## src/sv/des_ks_pkg.sv

```systemverilog
`timescale 1ns / 1ps
// des_ks_pkg: shared types, tables and permutation functions for the DES key schedule
// no dependencies

package des_ks_pkg;

  localparam int unsigned ROUNDS_DEF = 16;
  localparam int unsigned KEY_W      = 64;
  localparam int unsigned HALF_W     = 28;
  localparam int unsigned SUBKEY_W   = 48;
  localparam int unsigned ROUND_W    = 4;

  // bit r set: round r rotates by two places, else by one
  localparam logic [15:0] SHIFT_TWO = 16'h7EFC;

  localparam logic [7:0] PC1_TAB [56] = '{
    8'd57, 8'd49, 8'd41, 8'd33, 8'd25, 8'd17, 8'd9,  8'd1,  8'd58, 8'd50, 8'd42, 8'd34,
    8'd26, 8'd18, 8'd10, 8'd2,  8'd59, 8'd51, 8'd43, 8'd35, 8'd27, 8'd19, 8'd11, 8'd3,
    8'd60, 8'd52, 8'd44, 8'd36, 8'd63, 8'd55, 8'd47, 8'd39, 8'd31, 8'd23, 8'd15, 8'd7,
    8'd62, 8'd54, 8'd46, 8'd38, 8'd30, 8'd22, 8'd14, 8'd6,  8'd61, 8'd53, 8'd45, 8'd37,
    8'd29, 8'd21, 8'd13, 8'd5,  8'd28, 8'd20, 8'd12, 8'd4
  };

  localparam logic [7:0] PC2_TAB [48] = '{
    8'd14, 8'd17, 8'd11, 8'd24, 8'd1,  8'd5,  8'd3,  8'd28, 8'd15, 8'd6,  8'd21, 8'd10,
    8'd23, 8'd19, 8'd12, 8'd4,  8'd26, 8'd8,  8'd16, 8'd7,  8'd27, 8'd20, 8'd13, 8'd2,
    8'd41, 8'd52, 8'd31, 8'd37, 8'd47, 8'd55, 8'd30, 8'd40, 8'd51, 8'd45, 8'd33, 8'd48,
    8'd44, 8'd49, 8'd39, 8'd56, 8'd34, 8'd53, 8'd46, 8'd42, 8'd50, 8'd36, 8'd29, 8'd32
  };

  // token carried from cell to cell: one key's halves
  typedef struct packed {
    logic              valid;
    logic [HALF_W-1:0] c;
    logic [HALF_W-1:0] d;
  } cell_t;

  // key permutation, parity bits dropped; returns {c, d}
  function automatic logic [2*HALF_W-1:0] pc1(input logic [KEY_W-1:0] key);
    logic [HALF_W-1:0] c;
    logic [HALF_W-1:0] d;
    for (int i = 0; i < HALF_W; i++) begin
      c[HALF_W-1-i] = key[KEY_W - int'(PC1_TAB[i])];
      d[HALF_W-1-i] = key[KEY_W - int'(PC1_TAB[i+HALF_W])];
    end
    return {c, d};
  endfunction

  // compression permutation over c:d
  function automatic logic [SUBKEY_W-1:0] pc2(input logic [HALF_W-1:0] c,
                                              input logic [HALF_W-1:0] d);
    logic [2*HALF_W-1:0] cd;
    logic [SUBKEY_W-1:0] sk;
    cd = {c, d};
    for (int i = 0; i < SUBKEY_W; i++) begin
      sk[SUBKEY_W-1-i] = cd[2*HALF_W - int'(PC2_TAB[i])];
    end
    return sk;
  endfunction

  // rotate one half left by the amount scheduled for the given round
  function automatic logic [HALF_W-1:0] rotl_round(input logic [HALF_W-1:0] v,
                                                   input int unsigned rnd);
    if (SHIFT_TWO[rnd[3:0]]) begin
      return {v[HALF_W-3:0], v[HALF_W-1:HALF_W-2]};
    end else begin
      return {v[HALF_W-2:0], v[HALF_W-1]};
    end
  endfunction

endpackage

```

## src/sv/des_ks_cell.sv

```systemverilog
`timescale 1ns / 1ps
// des_ks_cell: one round cell of the key schedule chain
// depends on des_ks_pkg (cell_t, rotl_round, pc2)

module des_ks_cell #(
  parameter int unsigned INDEX = 0
) (
  input  logic                              clk,
  input  logic                              rst,
  input  logic                              advance,
  input  des_ks_pkg::cell_t                 tok_in,
  output des_ks_pkg::cell_t                 tok,
  output logic [des_ks_pkg::SUBKEY_W-1:0]   subkey
);

  // halves are rotated for this round as they enter the cell register
  always_ff @(posedge clk) begin
    if (rst) begin
      tok.valid <= 1'b0;
    end else if (advance) begin
      tok.valid <= tok_in.valid;
    end
    if (advance) begin
      tok.c <= des_ks_pkg::rotl_round(tok_in.c, INDEX);
      tok.d <= des_ks_pkg::rotl_round(tok_in.d, INDEX);
    end
  end

  // masked so the top level can or the cells together
  assign subkey = des_ks_pkg::pc2(tok.c, tok.d) & {des_ks_pkg::SUBKEY_W{tok.valid}};

endmodule

```

## src/sv/des_key_schedule_top.sv

```systemverilog
`timescale 1ns / 1ps
// des_key_schedule_top: DES key schedule, chain of round cells and output register
// depends on des_ks_pkg and des_ks_cell

// usage
//   input channel: in_valid / in_ready carry one 64-bit key per request
//   output channel: out_valid / out_ready carry one subkey per request, with
//   its round index and a last flag on the final round of the key
//   a key runs down a row of ROUNDS cells (ROUNDS held to 1 .. 16); each cell
//   rotates the halves for its round, and the cell holding the key feeds the
//   compression permutation into the output register, one subkey per cycle
//   unless stalled; a key fills cell 0, then its subkey fills the output register
//   throughput: one subkey per cycle unless stalled; the chain holds one key,
//   and the next is taken in the cycle that the last cell hands its subkey to
//   the output register
//   stall: when out_ready is low with a subkey waiting, the whole chain holds
//   and in_ready stays low until the chain moves again
//   reset: rst (synchronous) empties the chain and the output register; no
//   clearing pass is needed

module des_key_schedule_top #(
  parameter int unsigned ROUNDS = des_ks_pkg::ROUNDS_DEF
) (
  input  logic                              clk,
  input  logic                              rst,
  input  logic                              in_valid,
  output logic                              in_ready,
  input  logic [des_ks_pkg::KEY_W-1:0]      key,
  output logic                              out_valid,
  input  logic                              out_ready,
  output logic [des_ks_pkg::SUBKEY_W-1:0]   subkey,
  output logic [des_ks_pkg::ROUND_W-1:0]    round,
  output logic                              last
);

  localparam int unsigned HW = des_ks_pkg::HALF_W;
  // round count held to the range the schedule defines
  localparam int unsigned NR = (ROUNDS < 1) ? 1 : ((ROUNDS > 16) ? 16 : ROUNDS);

  des_ks_pkg::cell_t                     tok  [NR];
  des_ks_pkg::cell_t                     head;
  logic [des_ks_pkg::SUBKEY_W-1:0]       sk   [NR];
  logic [NR-1:0]                         cell_valid;
  logic [2*HW-1:0]                       halves;
  logic                                  advance;
  logic                                  any_valid;
  logic [des_ks_pkg::SUBKEY_W-1:0]       sk_sel;
  logic [des_ks_pkg::ROUND_W-1:0]        round_sel;

  // chain moves whenever the output register can take a subkey
  assign advance  = !out_valid || out_ready;
  // chain empty, or its key is leaving the last cell this cycle
  assign in_ready = advance && (!any_valid || cell_valid[NR-1]);

  assign halves     = des_ks_pkg::pc1(key);
  assign head.valid = in_valid && in_ready;
  assign head.c     = halves[2*HW-1:HW];
  assign head.d     = halves[HW-1:0];

  for (genvar i = 0; i < NR; i++) begin : g_cell
    des_ks_cell #(
      .INDEX (i)
    ) u_cell (
      .clk     (clk),
      .rst     (rst),
      .advance (advance),
      .tok_in  ((i == 0) ? head : tok[(i == 0) ? 0 : i-1]),
      .tok     (tok[i]),
      .subkey  (sk[i])
    );
    assign cell_valid[i] = tok[i].valid;
  end

  // at most one cell holds a key, so an or picks its subkey and round
  always_comb begin
    sk_sel    = '0;
    round_sel = '0;
    for (int i = 0; i < NR; i++) begin
      sk_sel    = sk_sel | sk[i];
      round_sel = round_sel | (des_ks_pkg::ROUND_W'(i) & {des_ks_pkg::ROUND_W{cell_valid[i]}});
    end
  end

  assign any_valid = |cell_valid;

  // output register
  always_ff @(posedge clk) begin
    if (rst) begin
      out_valid <= 1'b0;
    end else if (advance) begin
      out_valid <= any_valid;
    end
  end

  always_ff @(posedge clk) begin
    if (advance) begin
      subkey <= sk_sel;
      round  <= round_sel;
      last   <= cell_valid[NR-1];
    end
  end

  // one key in the chain at a time
  a_one_token: assert property (@(posedge clk) disable iff (rst)
    $onehot0(cell_valid))
    else $error("more than one cell holds a key");

  // accepted key lands in the first cell
  a_key_enters: assert property (@(posedge clk) disable iff (rst)
    in_valid && in_ready |=> cell_valid[0])
    else $error("accepted key missing from first cell");

  // the flagged subkey belongs to the final round
  a_last_round: assert property (@(posedge clk) disable iff (rst)
    out_valid && last |-> round == des_ks_pkg::ROUND_W'(NR-1))
    else $error("last flag on wrong round");

  // a stalled output freezes the chain
  a_stall_hold: assert property (@(posedge clk) disable iff (rst)
    out_valid && !out_ready |=> $stable(cell_valid))
    else $error("chain moved during output stall");

endmodule

```

## config.mk

```make
export PLATFORM = sky130hd
export DESIGN_NAME = des_key_schedule_top
export DESIGN_NICKNAME = d
export VERILOG_FILES = /design/src/sv/des_ks_pkg.sv /design/src/sv/des_ks_cell.sv /design/src/sv/des_key_schedule_top.sv
export SDC_FILE = /design/constraint.sdc
export NUM_CORES = 1
export LEC_CHECK = 0
export BUFFER_PORTS_ARGS = -buffer_cell sky130_fd_sc_hd__buf_4
export CORE_ASPECT_RATIO = 0.5
export CORE_MARGIN = 1
export CORE_UTILIZATION = 30
export DETAILED_ROUTE_END_ITERATION = 16
export PLACE_DENSITY = 0.45
export SYNTH_ARGS = -nofsm -noshare
export SYNTH_HDL_FRONTEND = slang
export SYNTH_SLANG_ARGS = --single-unit
```

## constraint.sdc

```tcl
create_clock -name clk -period 13.4 [get_ports clk]
set_input_delay 3.35 -clock clk [delete_from_list [all_inputs] [get_ports clk]]
set_output_delay 3.35 -clock clk [all_outputs]
set_load 0.02 [all_outputs]
```

==> metrics.md, run 1 <==
| Metric | Value |
|---|---|
| Outcome | `completed` |
| Initial antenna violation count | `3` |
| Num CTS Buffers | `a little over 90` |
| Hold Vio Cnt, Final | `0` |
| Clock Tree Buf Depth | `3` |
| Hold crit path type | `reg2reg` |
| Core area | `110000 sq um` |
| Critical path's slowest cell | `inv_8` |
| Fmax | `between 100 and 150 MHz` |
| Leakage | `13.4 nW` |
| Met1 Track Usage GR | `about a fifth` |
| Initial DRT Pass Iterations | `5` |
| Tmin final | `8.24 ns` |
| Root Buffer | `clkbuf_16` |
| Clock transition at the registers of the reported paths | `0.06 ns` |
| Post-CTS Hold Buffers | `0` |
| Most frequent CP cell | `buf_4` |
| Maximum vdd ir drop | `between 0.09 and 0.1 mV` |
| Initial drt markers | `1625` |
| Ys Warns | `0` |
| Syn_nets | `~1600` |
| Setup TNS | `0 ns` |
| Clock latency on the worst-skew pair | `between 0.6 and 0.7 ns` |
| Max cap viols | `0` |
| Clock network power share | `33.8%` |
| Worst Path Required | `10.05 ns` |
| Largest net degree at the start of global routing | `179` |
| CTS tree | `built` |
| Initial Util | `30.4%` |
| R2r worst-path depth | `6` |
| Final ANT Viol Nets | `0` |
| Final cycle utilization of the critical path | `61.5%` |
| CP max stage delay | `0.59 ns` |
| Place WS | `5.09 ns` |
| Area grow syn2layout | `15.1%` |
| Worst hold stages | `0` |
| Clock skew | `0.0165 ns` |
| Net Sw Frac | `23.8%` |
| Power Density | `195 nW/um^2` |
| Worst-path cell chain | `buf_4 > nor2b_1 > buf_4 > inv_8 > nand3_1 > o21ai_1 > buf_4` |
| Layout cells sized above 1 | `between 10% and 20%` |
| Total gr overflow | `0` |
| Via count | `about 17000` |
| Unrepaired setup endpoints after global routing | `no` |
| Crit end category | `primary output` |
| DP HPWL | `51300 microns` |
| Post-Syn Instances | `1559` |
| Combinational share of power | `3.8%` |
| Layout Nets | `1765` |
| WS Path Type | `in2out` |
| Cts repair resizes | `0` |
| Crit-path max FO | `125` |
| Vias in the first global route | `16800` |
| FP Rows | `86` |
| Slew @ Worst Pin | `1.18 ns` |
| Startpoint Class | `input pin` |
| Sequential Power Share | `62.4%` |
| Chip Height | `between 200 and 250 microns` |
| Global-route wire length before repair | `126000 microns` |
| Port bufs | `approximately 110` |
| Unique masters post-synth | `22` |
| Vias per cell | `5.12` |
| Die ar. | `~110000 sq um` |
| Global route hottest layer | `met2` |
| Total GRT Usage | `between 10% and 20%` |
| Setup Buffers After CTS | `0` |
| Slew Viols, Final | `0` |
| Placer Congestion | `0.763` |
| Die X | `475 microns` |
| Final setup fails | `0` |
| Post-route setup slack | `just over 5 ns` |
| Htree depth | `3` |
| Mapped cell area | `33500 sq um` |
| GR Util met3 | `3.34%` |
| Cell Int Power | `5.75 mW` |
| Hold WS | `0.407 ns` |
| FILL cells | `10400` |
| Clock sink count | `958` |
| Final WL | `90200 microns` |
| Average size of a mapped cell | `21.5 sq um` |
| NetSw | `1.79 mW` |
| Grt met2 use | `a little over a quarter` |
| I/O pin total | `123` |
| # DRC | `0` |
| Max-slew headroom | `21.0%` |
| Yosys reg bits | `approximately 960` |
| WL per Instance | `27.6 microns` |
| Seq/Total Area, Yosys | `85.3%` |
| Critical path arrival | `4.89 ns` |
[cells in the mapped netlist]
cell type    n  share of area [%]
buf_2        5              0.075
nand3_1      2              0.030
inv_2        1              0.011
a31oi_1      1              0.019
nor4_4       1              0.063
a221oi_2     7               0.31
a221oi_1   185                4.8
nand2_1     35               0.39
a21oi_1     15               0.22
buf_6       62                2.1
nand4_1     48               0.90
o21ba_1      1              0.030
edfxtp_1   941                 84
clkbuf_1    29               0.32
o21ai_1      2              0.030
nor4bb_1     1              0.030
nor4_1       4              0.075
a22o_1     192                5.0
nor4_2       3               0.11
buf_4        5               0.11
dfxtp_1     17                1.0
nor2b_1      2              0.037
[layout make-up]
class	count	area [sq um]	share of cell area, %
clock inverters	59	520	1.35
well taps	1496	1870	4.85
inverters	1	11.3	0.0292
clock buffers	105	2390	6.20
diodes	2	5.00	0.0130
repair buffers	146	1120	2.90
multi-input cells	499	4060	10.5
flip-flops and latches	958	28600	74.1
[logic make-up after synthesis]
family	after synthesis	share of synthesized area, %
DFF	958	85.3
AOI/OAI and AO/OA	403	10.5
buffers and inverters	102	2.60
and+or+nand+nor	96	1.63
[final timing paths]
| path | endpoint | slack [ns] | startpoint |
|---|---|---|---|
| worst max-delay path | in_ready | 5.16 | out_ready |
| worst min-delay path | g_cell[14].u_cell.tok[4]$_DFFE_PP_ | 0.41 | g_cell[13].u_cell.tok[2]$_DFFE_PP_ |
| worst max register to register | g_cell[12].u_cell.tok[7]$_DFFE_PP_ | 9.11 | out_valid$_SDFFE_PP0P_ |
| worst min register to register | g_cell[14].u_cell.tok[4]$_DFFE_PP_ | 0.41 | g_cell[13].u_cell.tok[2]$_DFFE_PP_ |
[layout by cell type, fill, tap and decap left out, drive strengths merged]
cell type,instances
clkinvlp,4
a221oi,192
a31oi,1
nand4,48
nor4,8
nand2,35
o21ai,2
dfxtp,17
inv,5
nand3,2
a21oi,15
clkbuf,105
buf,146
clkinv,43
nor2b,2
bufinv,8
o21ba,1
diode,2
nor4bb,1
a22o,192
edfxtp,941
[registers in the layout (all words and copies together) (netlist names)]
register           cells
subkey                48
g_cell.u_cell.tok    904
round                  4
last                   1
out_valid              1
[worst max-delay path, delay by kind of cell]
family | cells | cell delay (ns)
AO/OA/AOI/OAI | 1 | 0.19
buffers and inverters | 4 | 1.04
AND/OR/NAND/NOR | 2 | 0.30
[power by group through the flow]
stage               Sequential (mW)  Combinational [mW]  Clock (mW)
finish                         4.71               0.284        2.55
global route                   4.78               0.303        2.72
CTS                            4.72               0.291        2.62
detailed placement             4.76               0.290           0
global placement               4.77               0.289           0
floorplan                      4.53               0.130           0
[metal layers]
layer,wire (microns),up-vias
li1,-,7011
met1,37000,8977
met2,45300,610
met3,5800,129
met4,2000,4
met5,26,-
[per-stage QoR]
stage	total power, mW	utilization (%)	area, sq um	instances
floorplan	4.66	-	33500	1559
global route	7.80	35.0	38600	3264
CTS	7.63	35.0	38600	3264
detailed placement	5.05	32.3	35700	3100
global placement	5.06	32.3	35700	3100
finish	7.54	35.0	38600	3266
Power figures use the tool's default switching activity.
==> run 2: changes to the inputs <==
Clock period 13.4 ns to 8.2 ns, I/O delays scaled along.
==> run 2 against run 1 <==
Design area is 0.30% lower; sequential share of layout area increased by 0.22 points; critical path depth is the same; hold slack worse by 0.0015 ns; combinational power is 58% higher; clock power up 60%; highest routed layer unchanged; non-clock buffer count down 2; largest cell class unchanged; flip-flop and latch count is the same; global-route usage fell by 0.053 points.
==> metrics.md, run 2 (synthesis gave the netlist of run 1 again) <==
| Metric | Value |
|---|---|
| Fmax | `between 150 and 200 MHz` |
| Total power | `12.2 mW` |
| Worst Path Required | `between 6 and 7 ns` |
| Power Density | `approximately 320 nW/um^2` |
| Post-layout util | `a little over a third` |
| Clock sink count | `roughly 960` |
| DP HPWL | `52000 microns` |
| Startpoint Class | `input pin` |
| Crit-path max FO | `66` |
| Footprint of the multi-input gates | `around 4000 sq um` |
| # DRC | `0` |
| Num CTS Buffers | `89` |
| Hold crit path type | `reg2reg` |
| Most frequent cells in the layout | `edfxtp_1, a22o_1, a221oi_1, buf_4, clkbuf_16` |
| FF+latch area | `28600 sq um` |
| Global route hottest layer | `met2` |
| Largest net degree at the start of global routing | `195` |
| Slew @ Worst Pin | `1.11 ns` |
| GR Util met3 | `approximately 3.0%` |
| Total GRT Usage | `between 10% and 20%` |
| Most flops, register | `g_cell.u_cell.tok` |
| Root Buffer | `clkbuf_16` |
| Setup TNS | `0 ns` |
| Global-route wire length before repair | `126000 microns` |
| Largest registers | `g_cell.u_cell.tok (904), subkey (48), round (4)` |
| WS Path Type | `in2out` |
| Initial drt markers | `1880` |
| Layout Nets | `1761` |
| Maximum vdd ir drop | `0.149 mV` |
| Initial DRT Pass Iterations | `5` |
| Final cycle utilization of the critical path | `65.7%` |
| Setup Buffers After CTS | `0` |
| Initial antenna violation count | `2` |
| Vias per cell | `just over 5` |
| I/O pin total | `123` |
| Clock Tree Buf Depth | `3` |
| Die X | `475 microns` |
| Grt met2 use | `about a quarter` |
| Critical path arrival | `3.34 ns` |
| Port bufs | `114` |
| Max-slew headroom | `approximately 26%` |
| WL per Instance | `27.5 microns` |
| Leakage | `~13 nW` |
| Vias in the first global route | `~17000` |
| Leading cell type in the layout, fill and taps excluded | `edfxtp_1` |
| Initial Util | `30.4%` |
| Chip Height | `about 240 microns` |
| Via count | `16600` |
| Area grow syn2layout | `14.8%` |
| Cts repair resizes | `0` |
| Final WL | `89400 microns` |
| Slew Viols, Final | `0` |
| Crit end category | `primary output` |
| Placer Congestion | `0.763` |
| Htree depth | `3` |
| Max cap viols | `0` |
| Total gr overflow | `0` |
| Post-route setup slack | `~2.8 ns` |
| Clock transition at the registers of the reported paths | `0.07 ns` |
| Place WS | `2.37 ns` |
| Clock skew | `about 0.021 ns` |
| Clock latency on the worst-skew pair | `0.64 ns` |
| Outcome | `completed` |
| Layout cells sized above 1 | `16.0%` |
| Final setup fails | `0` |
| FP Rows | `86` |
| Largest register FFs | `about 900` |
| Core area | `110000 sq um` |
| FILL cells | `between 10000 and 15000` |
| Hold Vio Cnt, Final | `0` |
| Unrepaired setup endpoints after global routing | `no` |
| Met1 Track Usage GR | `20.9%` |
| CTS tree | `built` |
| Post-CTS Hold Buffers | `0` |
| Final ANT Viol Nets | `0` |
| Tmin final | `5.39 ns` |
| Die ar. | `113000 sq um` |
run 2: changes by cell type in the layout (fill, tap and decap cells not counted), sizes merged:
| cell | before | now |
|---|---|---|
| buf | 146 | 144 |
| clkbuf | 105 | 121 |
| clkinv | 43 | 27 |
| clkinvlp | 4 | 0 |
| diode | 2 | 1 |
| inv | 5 | 1 |
run 2: metrics by stage:
stage | area [sq um] | hold slack (ns) | std cells
global placement | 35700 | 0.401 | 3098
floorplan | 33500 | 0.400 | 1559
detailed placement | 35700 | 0.405 | 3098
CTS | 38500 | 0.416 | 3254
finish | 38500 | 0.405 | 3255
global route | 38500 | 0.417 | 3254
run 2: power by group:
group,internal (mW),switching (mW)
sequential,6.89,0.810
combinational,0.151,0.299
clock,2.34,1.76
total,9.38,2.87
run 2: final cells by class:
type	instances	share of cell area, %
tap	1496	4.86
multi-input combinational	499	10.5
clock inverter	35	0.943
antenna	1	0.00650
inverter	1	0.0293
timing repair buffer	144	2.87
sequential	958	74.4
clock buffer	121	6.38
run 2: final timing paths:
kind	from	to	slack (ns)	depth (start not counted)
hold reg to reg	g_cell[13].u_cell.tok[18]$_DFFE_PP_	g_cell[14].u_cell.tok[20]$_DFFE_PP_	0.41	0
setup reg to reg	out_valid$_SDFFE_PP0P_	g_cell[5].u_cell.tok[19]$_DFFE_PP_	4.17	6
setup / recovery	out_ready	in_ready	2.81	7
hold / removal	g_cell[13].u_cell.tok[18]$_DFFE_PP_	g_cell[14].u_cell.tok[20]$_DFFE_PP_	0.41	0
run 2: worst max-delay path, stage by stage:
cell,delay [ns]
buf_4,0.09
nor2b_1,0.04
buf_4,0.20
inv_8,0.34
nand3_1,0.22
o21ai_1,0.19
buf_4,0.16
run 2: per-layer routing:
| metal | wire [microns] | vias up |
|---|---|---|
| li1 | - | 7000 |
| met1 | 38300 | 8888 |
| met2 | 43900 | 583 |
| met3 | 5290 | 125 |
| met4 | 1880 | 2 |
| met5 | 9 | - |
==> run 3: changes to the inputs <==
Settings changed: PLACE_DENSITY 0.45 to 0.46.
Clock period 8.2 ns to 4.61 ns, I/O delays scaled along.
==> run 3 against run 2 <==
Worst setup slack got worse by 1.7 ns; hold slack improved by 0.0058 ns; core utilization rose by 0.16 points; combinational power rose by 86%.
==> metrics.md, run 3 (synthesis gave the netlist of run 1 again) <==
| Metric | Value |
|---|---|
| Cell Int Power | `approximately 17 mW` |
| Hold crit path type | `reg2reg` |
| Largest register FFs | `904` |
| DP HPWL | `50900 microns` |
| Startpoint Class | `input pin` |
| CTS tree | `built` |
| Largest registers | `g_cell.u_cell.tok (904), subkey (48), round (4)` |
| Htree depth | `3` |
| Maximum vdd ir drop | `0.261 mV` |
| Worst-path cell chain | `buf_4 > nor2b_2 > clkinv_16 > nand3_1 > o21ai_4 > buf_4` |
| Die ar. | `113000 sq um` |
| Uppermost layer routed | `met5` |
| Placer Congestion | `0.765` |
| Combinational share of power | `3.8%` |
| FP Rows | `86` |
| Final WL | `90100 microns` |
| Global-route wire length before repair | `126000 microns` |
| Vias per cell | `slightly above 5` |
| NetSw | `5.17 mW` |
| Clock skew | `0.0201 ns` |
| Leading cell type in the layout, fill and taps excluded | `edfxtp_1` |
| Total GRT Usage | `15.7%` |
| Chip Height | `~240 microns` |
| I/O pin total | `123` |
| # DRC | `0` |
| Initial antenna violation count | `3` |
| Layout Nets | `roughly 1800` |
| WL per Instance | `27.6 microns` |
| Metal3 WL | `between 5000 and 6000 microns` |
| Setup TNS | `0 ns` |
| Die X | `475 microns` |
| Final ANT Viol Nets | `0` |
| Total gr overflow | `0` |
| Fmax | `289 MHz` |
| Most frequent cells in the layout | `edfxtp_1, a22o_1, a221oi_1, buf_4, clkbuf_16` |
| Max cap viols | `0` |
| Power Density | `roughly 570 nW/um^2` |
| Crit-path max FO | `28` |
| Tmin final | `3.46 ns` |
| Via count | `16700` |
| Area grow syn2layout | `15.3%` |
| Slew Viols, Final | `0` |
| Max-slew headroom | `17.8%` |
| Clock transition at the registers of the reported paths | `~0.06 ns` |
| Core area | `110000 sq um` |
| Clock Tree Buf Depth | `3` |
| Initial Util | `around 30%` |
| Slew @ Worst Pin | `1.23 ns` |
| Delay-heaviest family, CP | `simple AND/OR/NAND/NOR gates` |
| Largest net degree at the start of global routing | `186` |
| Initial drt markers | `1835` |
| Most frequent CP cell | `buf_4` |
| Worst Path Required | `~3.5 ns` |
| Hold Vio Cnt, Final | `0` |
| Placed cells | `3106` |
| Met2 WL | `44100 microns` |
| Root Buffer | `clkbuf_16` |
| Net Sw Frac | `between 20% and 30%` |
| Clock latency on the worst-skew pair | `0.64 ns` |
| Vias in the first global route | `16800` |
| CP max stage delay | `0.39 ns` |
| Final setup fails | `0` |
| Crit end category | `primary output` |
| Port bufs | `roughly 110` |
| Worst path bufs/invs | `3` |
| Clock network power share | `33.8%` |
| Initial DRT Pass Iterations | `5` |
| Clock sink count | `958` |
| Non-filler cells, final | `3269` |
| Unrepaired setup endpoints after global routing | `no` |
| Place WS | `0.832 ns` |
| Critical path arrival | `2.30 ns` |
| Most flops, register | `g_cell.u_cell.tok` |
| Outcome | `completed` |
| Num CTS Buffers | `90` |
| Layout cells sized above 1 | `17.0%` |
| Leakage | `13.4 nW` |
| Setup Buffers After CTS | `0` |
| FILL cells | `10400` |
| Cts repair resizes | `0` |
| Sequential Power Share | `62.4%` |
| WS Path Type | `in2out` |
| Final cycle utilization of the critical path | `75.0%` |
| Critical path's slowest cell | `nor2b_2` |
| Post-route setup slack | `1.15 ns` |
| Post-CTS Hold Buffers | `0` |
| DRT met1 WL | `38100 microns` |
[run 3: cell count changes in the layout (fill, tap and decap cells not counted), sizes merged]
cell,previous run,this run
clkinv,27,37
buf,144,152
clkbuf,121,115
bufinv,8,9
clkinvlp,0,1
[run 3: area by class of cell]
| type | instances | area [sq um] | share of cell area [%] |
|---|---|---|---|
| Sequential cell | 958 | 28600 | 74.0 |
| Inverter | 1 | 30.0 | 0.0777 |
| Multi-Input combinational cell | 499 | 4080 | 10.5 |
| Antenna cell | 1 | 2.50 | 0.00647 |
| Tap cell | 1496 | 1870 | 4.84 |
| Clock buffer | 115 | 2450 | 6.34 |
| Timing Repair Buffer | 152 | 1170 | 3.02 |
| Clock inverter | 47 | 438 | 1.13 |
[run 3: stage by stage]
| stage | total power, mW | hold WS, ns | util [%] | cell area (sq um) |
|---|---|---|---|---|
| after floorplan | 13.5 | 0.400 | - | 33600 |
| after global placement | 14.7 | 0.402 | 32.4 | 35800 |
| after detailed placement | 14.7 | 0.405 | 32.4 | 35800 |
| after CTS | 22.1 | 0.413 | 35.0 | 38700 |
| after global routing | 22.7 | 0.415 | 35.0 | 38700 |
| final | 22.0 | 0.411 | 35.0 | 38700 |
[run 3: routing by layer]
| metal | GRT usage, % | vias to the layer above |
|---|---|---|
| met1 | 20.8 | 8912 |
| met4 | 4.78 | 2 |
| met5 | 0 | - |
| met3 | 3.05 | 139 |
| li1 | - | 7020 |
| met2 | 25.9 | 649 |
[run 3: worst paths after layout]
| path | startpoint | endpoint | slack, ns | depth (start not counted) |
|---|---|---|---|---|
| worst max register to register | out_valid$_SDFFE_PP0P_ | g_cell[3].u_cell.tok[42]$_DFFE_PP_ | 1.60 | 4 |
| worst max-delay path | out_ready | in_ready | 1.15 | 6 |
| worst min register to register | g_cell[12].u_cell.tok[2]$_DFFE_PP_ | g_cell[13].u_cell.tok[4]$_DFFE_PP_ | 0.41 | 0 |
| worst min-delay path | g_cell[12].u_cell.tok[2]$_DFFE_PP_ | g_cell[13].u_cell.tok[4]$_DFFE_PP_ | 0.41 | 0 |
[run 3: power by group through the flow]
stage / Combinational, mW / Sequential, mW / Clock (mW)
after detailed placement: 0.851 / 13.8 / 0
after CTS: 0.852 / 13.7 / 7.58
final: 0.835 / 13.7 / 7.42
after global placement: 0.850 / 13.9 / 0
after global routing: 0.890 / 13.9 / 7.90
after floorplan: 0.384 / 13.1 / 0
